[config.mk]
export PLATFORM = sky130hd
export DESIGN_NAME = hysteresis_level_classifier
export DESIGN_NICKNAME = d
export VERILOG_FILES = /design/src/hlc_pkg.sv /design/src/hysteresis_level_classifier.sv /design/src/hlc_cfg_regs.sv /design/src/hlc_band.sv
export VERILOG_INCLUDE_DIRS = /design/src /design/src/src
export SDC_FILE = /design/constraint.sdc
export NUM_CORES = 1
export LEC_CHECK = 0
export ABC_AREA = 1
export BUFFER_PORTS_ARGS = -buffer_cell sky130_fd_sc_hd__buf_2
export CAP_MARGIN = 20
export CORE_MARGIN = 5
export CORE_UTILIZATION = 50
export DETAILED_ROUTE_END_ITERATION = 16
export PLACE_DENSITY = 0.67
export SLEW_MARGIN = 0
export SYNTH_ARGS = -nofsm -noshare
export SYNTH_HDL_FRONTEND = slang
export SYNTH_SLANG_ARGS = --single-unit
[constraint.sdc]
create_clock -name i_clk -period 6.59 [get_ports i_clk]
set_input_delay 0.3295 -clock i_clk [delete_from_list [all_inputs] [get_ports i_clk]]
set_output_delay 0.3295 -clock i_clk [all_outputs]
set_load 0.005 [all_outputs]
[src/hysteresis_level_classifier_macros.svh]
// Assertion macros for the hysteresis level classifier.
// Included by the RTL files that carry concurrent checks; no other dependencies.
`ifndef HYSTERESIS_LEVEL_CLASSIFIER_MACROS_SVH
`define HYSTERESIS_LEVEL_CLASSIFIER_MACROS_SVH

// Same-cycle implication, checked out of reset
`define HLC_ASSERT_IMP(label, clk, rst_n, ante, cons) \
    label: assert property (@(posedge clk) disable iff (!(rst_n)) (ante) |-> (cons)) \
        else $error("hlc: same-cycle check failed");

// Next-cycle implication, checked out of reset
`define HLC_ASSERT_NXT(label, clk, rst_n, ante, cons) \
    label: assert property (@(posedge clk) disable iff (!(rst_n)) (ante) |=> (cons)) \
        else $error("hlc: next-cycle check failed");

`endif

[src/hlc_pkg.sv]
// Shared types and constants for the hysteresis level classifier.
// No dependencies; used by every module of the block.
`default_nettype none

package hlc_pkg;

    localparam int unsigned LIMIT_W  = 16;
    localparam int unsigned MARGIN_W = 8;
    localparam int unsigned COUNT_W  = 6;
    localparam int unsigned CFG_W    = 16;

    typedef logic [1:0]          t_level;
    typedef logic [LIMIT_W-1:0]  t_limit;
    typedef logic [MARGIN_W-1:0] t_margin;
    typedef logic [COUNT_W-1:0]  t_count;

    // Reported levels
    localparam t_level LVL_GOOD     = 2'd0;
    localparam t_level LVL_MODERATE = 2'd1;
    localparam t_level LVL_POOR     = 2'd2;

    // Configuration register indexes
    typedef enum logic [2:0] {
        CFG_BAND0  = 3'd0,
        CFG_BAND1  = 3'd1,
        CFG_BAND2  = 3'd2,
        CFG_BAND3  = 3'd3,
        CFG_RISE   = 3'd4,
        CFG_FALL   = 3'd5,
        CFG_HOLD   = 3'd6
    } t_cfg_idx;

    // Reset values of the configuration registers
    localparam t_limit  RST_BAND0 = 16'd35;
    localparam t_limit  RST_BAND1 = 16'd75;
    localparam t_limit  RST_BAND2 = 16'd115;
    localparam t_limit  RST_BAND3 = 16'd150;
    localparam t_margin RST_RISE  = 8'd5;
    localparam t_margin RST_FALL  = 8'd2;
    localparam t_count  RST_HOLD  = 6'd30;

    typedef struct packed {
        t_limit  band0_limit;
        t_limit  band1_limit;
        t_limit  band2_limit;
        t_limit  band3_limit;
        t_margin rise_margin;
        t_margin fall_margin;
        t_count  hold_count;
    } t_cfg;

    // Band lookup result: raw level and the band's edges
    typedef struct packed {
        t_level level;
        t_limit lo;
        t_limit hi;
    } t_band;

endpackage

`default_nettype wire

[src/hysteresis_level_classifier.sv]
// A word is captured in the input register; its level is then registered in the result register that drives o_level.
// Throughput: one reading per cycle; the level/persistence update is a single
// compare-and-count step on the stored state between the input and result registers.
// A stalled result holds both registers, so the input stalls once both are full.
// Reset (synchronous, active low) empties both registers, clears the stored previous
// level and persistence count to zero and loads the configuration defaults.
`default_nettype none

`include "hysteresis_level_classifier_macros.svh"

module hysteresis_level_classifier
    import hlc_pkg::*;
(
    input  wire logic             i_clk,
    input  wire logic             i_rst_n,
    // reading channel
    input  wire logic             i_in_valid,
    output logic                  o_in_stall,
    input  wire logic [15:0]      i_reading,
    // level channel
    output logic                  o_out_valid,
    input  wire logic             i_out_stall,
    output logic [1:0]            o_level,
    // configuration write port
    input  wire logic             i_cfg_we,
    input  wire logic [2:0]       i_cfg_index,
    input  wire logic [CFG_W-1:0] i_cfg_wdata
);

    t_cfg   w_cfg;
    t_band  w_band;

    logic   r_in_valid;
    t_limit r_in_reading;
    logic   r_out_valid;
    t_level r_out_level;
    t_level r_prev_level;
    t_count r_persist_count;

    t_level n_level;
    t_count n_persist_count;

    logic   w_out_ready;
    logic   w_step;
    logic   w_changed;
    logic   w_held;

    hlc_cfg_regs u_cfg_regs (
        .i_clk       (i_clk),
        .i_rst_n     (i_rst_n),
        .i_cfg_we    (i_cfg_we),
        .i_cfg_index (i_cfg_index),
        .i_cfg_wdata (i_cfg_wdata),
        .o_cfg       (w_cfg)
    );

    // Handshake: result register frees up when empty or being taken
    assign w_out_ready = !r_out_valid || !i_out_stall;
    assign w_step      = r_in_valid && w_out_ready;
    assign o_in_stall  = r_in_valid && !w_out_ready;

    // Input register
    always_ff @(posedge i_clk) begin
        if (!i_rst_n) begin
            r_in_valid <= 1'b0;
        end else if (!o_in_stall) begin
            r_in_valid <= i_in_valid;
        end
    end

    always_ff @(posedge i_clk) begin
        if (i_in_valid && !o_in_stall) begin
            r_in_reading <= i_reading;
        end
    end

    hlc_band u_band (
        .i_reading (r_in_reading),
        .i_cfg     (w_cfg),
        .o_band    (w_band)
    );

    // Hysteresis and persistence; edge sums are 17 bits so nothing wraps
    assign w_changed = (w_band.level != r_prev_level);

    always_comb begin
        if (w_band.level > r_prev_level) begin
            w_held = ({1'b0, r_in_reading} <
                      ({1'b0, w_band.lo} + {9'd0, w_cfg.rise_margin}));
        end else begin
            w_held = (({1'b0, r_in_reading} + {9'd0, w_cfg.fall_margin}) >
                      {1'b0, w_band.hi});
        end
    end

    always_comb begin
        n_level         = w_band.level;
        n_persist_count = r_persist_count;
        if (w_changed) begin
            priority if (w_held) begin
                n_persist_count = '0;
                n_level         = r_prev_level;
            end else if (r_persist_count < w_cfg.hold_count) begin
                n_persist_count = r_persist_count + 6'd1;
                n_level         = r_prev_level;
            end else begin
                // persisted long enough: new level taken, count stays
                n_level         = w_band.level;
            end
        end else begin
            n_persist_count = '0;
        end
    end

    // Filter state advances once per processed word
    always_ff @(posedge i_clk) begin
        if (!i_rst_n) begin
            r_prev_level    <= LVL_GOOD;
            r_persist_count <= '0;
        end else if (w_step) begin
            r_prev_level    <= n_level;
            r_persist_count <= n_persist_count;
        end
    end

    // Result register
    always_ff @(posedge i_clk) begin
        if (!i_rst_n) begin
            r_out_valid <= 1'b0;
        end else if (w_out_ready) begin
            r_out_valid <= r_in_valid;
        end
    end

    always_ff @(posedge i_clk) begin
        if (w_step) begin
            r_out_level <= n_level;
        end
    end

    assign o_out_valid = r_out_valid;
    assign o_level     = r_out_level;

    // Checks
    `HLC_ASSERT_IMP(a_stall_only_when_full, i_clk, i_rst_n, o_in_stall, r_in_valid && r_out_valid)
    `HLC_ASSERT_NXT(a_state_holds_idle, i_clk, i_rst_n, !w_step, $stable(r_prev_level) && $stable(r_persist_count))
    `HLC_ASSERT_NXT(a_result_tracks_state, i_clk, i_rst_n, w_step, r_out_valid && (r_out_level == r_prev_level))
    `HLC_ASSERT_NXT(a_switch_keeps_count, i_clk, i_rst_n, w_step && w_changed && (n_level == w_band.level), $stable(r_persist_count))

endmodule

`default_nettype wire

[src/hlc_cfg_regs.sv]
// Configuration register file of the hysteresis level classifier.
// Depends on hlc_pkg for the register layout, indexes and reset values.
`default_nettype none

module hlc_cfg_regs
    import hlc_pkg::*;
(
    input  wire logic             i_clk,
    input  wire logic             i_rst_n,
    input  wire logic             i_cfg_we,
    input  wire logic [2:0]       i_cfg_index,
    input  wire logic [CFG_W-1:0] i_cfg_wdata,
    output t_cfg                  o_cfg
);

    t_cfg r_cfg;
    t_cfg n_cfg;

    // Decode the write; indexes past the last register are dropped
    always_comb begin
        n_cfg = r_cfg;
        if (i_cfg_we) begin
            unique case (t_cfg_idx'(i_cfg_index))
                CFG_BAND0: n_cfg.band0_limit = i_cfg_wdata[LIMIT_W-1:0];
                CFG_BAND1: n_cfg.band1_limit = i_cfg_wdata[LIMIT_W-1:0];
                CFG_BAND2: n_cfg.band2_limit = i_cfg_wdata[LIMIT_W-1:0];
                CFG_BAND3: n_cfg.band3_limit = i_cfg_wdata[LIMIT_W-1:0];
                CFG_RISE:  n_cfg.rise_margin = i_cfg_wdata[MARGIN_W-1:0];
                CFG_FALL:  n_cfg.fall_margin = i_cfg_wdata[MARGIN_W-1:0];
                CFG_HOLD:  n_cfg.hold_count  = i_cfg_wdata[COUNT_W-1:0];
                default:   n_cfg = r_cfg;
            endcase
        end
    end

    always_ff @(posedge i_clk) begin
        if (!i_rst_n) begin
            r_cfg.band0_limit <= RST_BAND0;
            r_cfg.band1_limit <= RST_BAND1;
            r_cfg.band2_limit <= RST_BAND2;
            r_cfg.band3_limit <= RST_BAND3;
            r_cfg.rise_margin <= RST_RISE;
            r_cfg.fall_margin <= RST_FALL;
            r_cfg.hold_count  <= RST_HOLD;
        end else begin
            r_cfg <= n_cfg;
        end
    end

    assign o_cfg = r_cfg;

endmodule

`default_nettype wire

[src/hlc_band.sv]
// Band lookup: compares a reading against the limit cascade.
// Depends on hlc_pkg for the configuration and band types.
`default_nettype none

module hlc_band
    import hlc_pkg::*;
(
    input  wire t_limit i_reading,
    input  wire t_cfg   i_cfg,
    output t_band       o_band
);

    // Cascade in order as written; misordered limits are not sorted
    always_comb begin
        priority if (i_reading <= i_cfg.band0_limit) begin
            o_band.level = LVL_GOOD;
            o_band.lo    = i_cfg.band0_limit;
            o_band.hi    = i_cfg.band0_limit;
        end else if (i_reading <= i_cfg.band1_limit) begin
            o_band.level = LVL_MODERATE;
            o_band.lo    = i_cfg.band0_limit;
            o_band.hi    = i_cfg.band1_limit;
        end else if (i_reading <= i_cfg.band2_limit) begin
            o_band.level = LVL_MODERATE;
            o_band.lo    = i_cfg.band1_limit;
            o_band.hi    = i_cfg.band2_limit;
        end else begin
            o_band.level = LVL_POOR;
            o_band.lo    = i_cfg.band2_limit;
            o_band.hi    = i_cfg.band3_limit;
        end
    end

endmodule

`default_nettype wire
==> results.cfg <==
[outcome]
outcome = finished, final reports clean

[floorplanning]
die_w_um = 136.2
placement_rows = 46
placeableCoreArea_mm2 = 0.01577
floorplan.io_pins = 44
floorplan.die.height_um = 136.2
die_footprint_mm2 = 0.01855
start_util = 0.5050

[clock_network]
clk_pin_slew_worst_paths_ns = 0.06
cts_tree = built
numCtsBuffers = 17
cts_resized = 0
clock_tree.root_cell = sky130_fd_sc_hd__clkbuf_16
cts_post_setup_buffers_inserted = 0
hold_buffers = 0
cts.sink_count = 114
cts-htree-levels = 4
clkLatencyLatePin_ns = 0.42
cts-root-to-sink-buffers = 2

[route]
routed_wirelength_um = 22030
drt_pass1_iterations = 6
routed_wire_length_per_instance_um = 16.64
drt_drc_violations_left = 0
via_count = 7100
drt_iter0_markers = 546
antenna_left = 0
routed_vias_inst = 5.363

[setup_path]
worst_r2r_path_depth = 37
worst_r2r_startpoint = r_in_reading[15]
cp_data_required_time_ns = 6.92
worst_path_maximum_fanout = 25
cp_data_arrival_time_ns = 6.39
kind_of_capture_point_of_the_worst_setup_path = flop
crit_path_top_delay_cell = sky130_fd_sc_hd__edfxtp_1
timing_worst_setup_path_type = reg -> reg
worstSetupStartpointType = flop
critical_path.max_stage_delay_ns = 0.55
worst-r2r-setup-slack_ns = 0.52
critical_path.reg2reg.endpoint = r_prev_level[0]
critPathMostFrequentCell = sky130_fd_sc_hd__nand2_1

[global_routing]
grt_usage = 0.2450
grt_first_pass_wirelength_um = 34780
maximum_number_of_pins_on_one_net_before_global_route_repair = 91
grt_pass1_vias = 6505
grt.overflow.total = 0
grt_antenna_before_repair = 0

[logic_synthesis]
synthCells = 1065
synth-simple-area-share = 0.2126
synthArstFlopShare = 0
post_synth_xor_area_fraction = 0.03189
yosysUniqueCellTypes = 48
seq_area_frac_synth = 0.3092
yosysWarningCount = 0
synthMuxAreaShare = 0
synth_compound_gate_area_share = 0.1983
synth_ff_type = sky130_fd_sc_hd__dfxtp_1
postSynthAreaPerCell_um2 = 7.478
synth_edf_count = 18
netlist_area_mm2 = 0.007964
synth_top_family_by_area = simple AND/OR/NAND/NOR gates
synth.net_count = 1210
synth.ff_latch_count = 114
synthAdderAreaFrac = 0.1668

[sta]
maxSlewHeadroom = 0.3790
tightest_slew_ns = 0.9304
final-hold-violation-count = 0
setup_skew_after_layout_ns = 0.01208
fmax_mhz = 164.8
min_period_over_period = 0.9207
grt_setup_unrepaired = false
slew_viol_final = 0
timing.final.setup_violations = 0
hold_slack_ns = 0.07506
setup_tns_after_final_layout_ns = 0
post-route-min-period_ns = 6.067
postLayoutSetupSlackWorst_ns = 0.5227

[worst_hold_path]
holdPathStages = 1
worst_hold_path_endpoint = r_in_reading[7]
worst_hold_path_type = in -> reg
hold_path_origin = i_reading[7]

[final_layout]
final_cell_area_mm2 = 0.008874
most-common-layout-cells = sky130_fd_sc_hd__nand2_1 (163), sky130_fd_sc_hd__inv_1 (126), sky130_fd_sc_hd__o21ai_0 (120)
insertedDiodeCount = 0
drive_gt1_frac = 0.1119
finalCoreUtilization = 0.5627
final_common_cell = sky130_fd_sc_hd__nand2_1
flow.area_growth_from_synthesis_pct = 11.42
design.final.nets = 1242

[power_and_ir_drop]
areal_power_density_over_the_cells_mw_per_mm2 = 243.5
worst_ir_drop_vdd_v = 0.0002145
static-leakage-power_nw = 3.973

[placed_design]
gpl.final_weighted_congestion = 0.9822
detailed_place.area_mm2 = 0.008330
dp_slack_ns = 0.6015
buffer_ports.inserted = 43
dp.final_hpwl_um = 16630

[job]
max_cap_viol_count = 0
-- cell usage after synthesis (2+ instances only) --
cell type / number / area (µm²)
sky130_fd_sc_hd__o21ai_0: 120 / 600.6
sky130_fd_sc_hd__ha_1: 103 / 1289
sky130_fd_sc_hd__inv_4: 2 / 12.51
sky130_fd_sc_hd__o22ai_1: 4 / 25.02
sky130_fd_sc_hd__clkinv_1: 2 / 7.510
sky130_fd_sc_hd__dfxtp_1: 96 / 1922
sky130_fd_sc_hd__o21a_1: 2 / 15.01
sky130_fd_sc_hd__nor3_2: 2 / 20.02
sky130_fd_sc_hd__o21bai_1: 3 / 22.52
sky130_fd_sc_hd__nand2_1: 163 / 611.8
sky130_fd_sc_hd__nand3b_1: 2 / 15.01
sky130_fd_sc_hd__clkbuf_1: 27 / 101.4
sky130_fd_sc_hd__a211oi_1: 3 / 22.52
sky130_fd_sc_hd__nand3_2: 5 / 50.05
sky130_fd_sc_hd__xnor2_1: 8 / 70.07
sky130_fd_sc_hd__inv_2: 2 / 7.510
sky130_fd_sc_hd__nor2_2: 4 / 25.02
sky130_fd_sc_hd__inv_1: 126 / 473.0
sky130_fd_sc_hd__o21ai_1: 5 / 25.02
sky130_fd_sc_hd__nor2_1: 92 / 345.3
sky130_fd_sc_hd__nand3_1: 41 / 205.2
sky130_fd_sc_hd__o211ai_1: 29 / 217.7
sky130_fd_sc_hd__nand2_2: 16 / 100.1
sky130_fd_sc_hd__buf_1: 3 / 11.26
sky130_fd_sc_hd__edfxtp_1: 18 / 540.5
sky130_fd_sc_hd__nand2_4: 9 / 101.4
sky130_fd_sc_hd__a21oi_1: 118 / 590.6
sky130_fd_sc_hd__xor2_1: 21 / 183.9
sky130_fd_sc_hd__nor3_1: 8 / 40.04
sky130_fd_sc_hd__fa_1: 2 / 40.04
sky130_fd_sc_hd__nand4_1: 11 / 68.82
sky130_fd_sc_hd__a21o_1: 2 / 15.01
-- routing by layer --
layer | share of wire | vias up | GRT usage
li1 | - | 3670 | -
met1 | 0.47 | 3213 | 0.3211
met2 | 0.46 | 179 | 0.3990
met3 | 0.044 | 38 | 0.04811
met4 | 0.029 | 0 | 0.09351
met5 | 0 | - | 0
-- worst max-delay path by stage --
stage                     start               to  slack, ns  cells after the start
2_1_floorplan  r_in_reading[11]       o_level[1]       1.08                     35
6_report       r_in_reading[15]  r_prev_level[0]       0.52                     37
3_5_place_dp   r_in_reading[15]  r_prev_level[0]       0.60                     37
4_1_cts        r_in_reading[15]  r_prev_level[0]       0.59                     37
5_1_grt        r_in_reading[15]  r_prev_level[1]       0.01                     37
3_3_place_gp   r_in_reading[15]  r_prev_level[0]       0.73                     37
-- power breakdown --
group          internal, mW  switching, mW
Clock                 0.533          0.329
Sequential            0.738         0.0264
Combinational         0.192          0.342
-- final cells by class --
cell class	instances	area, µm²
fillers	1563	6897
clock inverters	10	85.08
inverters	132	500.5
well taps	216	270.3
repair buffers	46	237.7
multi-input cells	786	4860
flip-flops and latches	114	2462
clock buffers	20	457.9
-- logic make-up after synthesis --
logic type / Yosys count
flip-flops: 114
AO/OA/AOI/OAI: 291
XOR/XNOR: 29
AND/OR/NAND/NOR: 361
buffers and inverters: 165
adder cells (fa/ha/maj): 105
-- worst max-delay path: cells and delay by family (launching register included) --
family          cells  cell delay [ns]
flops               1             0.55
xor+xnor            1             0.08
compound gates      9             1.50
simple gates       18             2.06
fa+ha+maj           4             1.24
buf+inv             5             0.46
-- sequential cells by signal, summed over array words and instances, names as in the netlist --
signal            count
u_cfg_regs.o_cfg     86
r_in_reading         16
r_persist_count       6
o_level               2
r_prev_level          2
o_out_valid           1
r_in_valid            1
-- stage by stage --
stage	instances	power [mW]
detailed placement	1294	1.304
floorplan	1065	1.166
finish	1324	2.161
global route	1324	2.277
global placement	1294	1.299
CTS	1324	2.168
No activity file was read; power rests on OpenSTA's default activity.
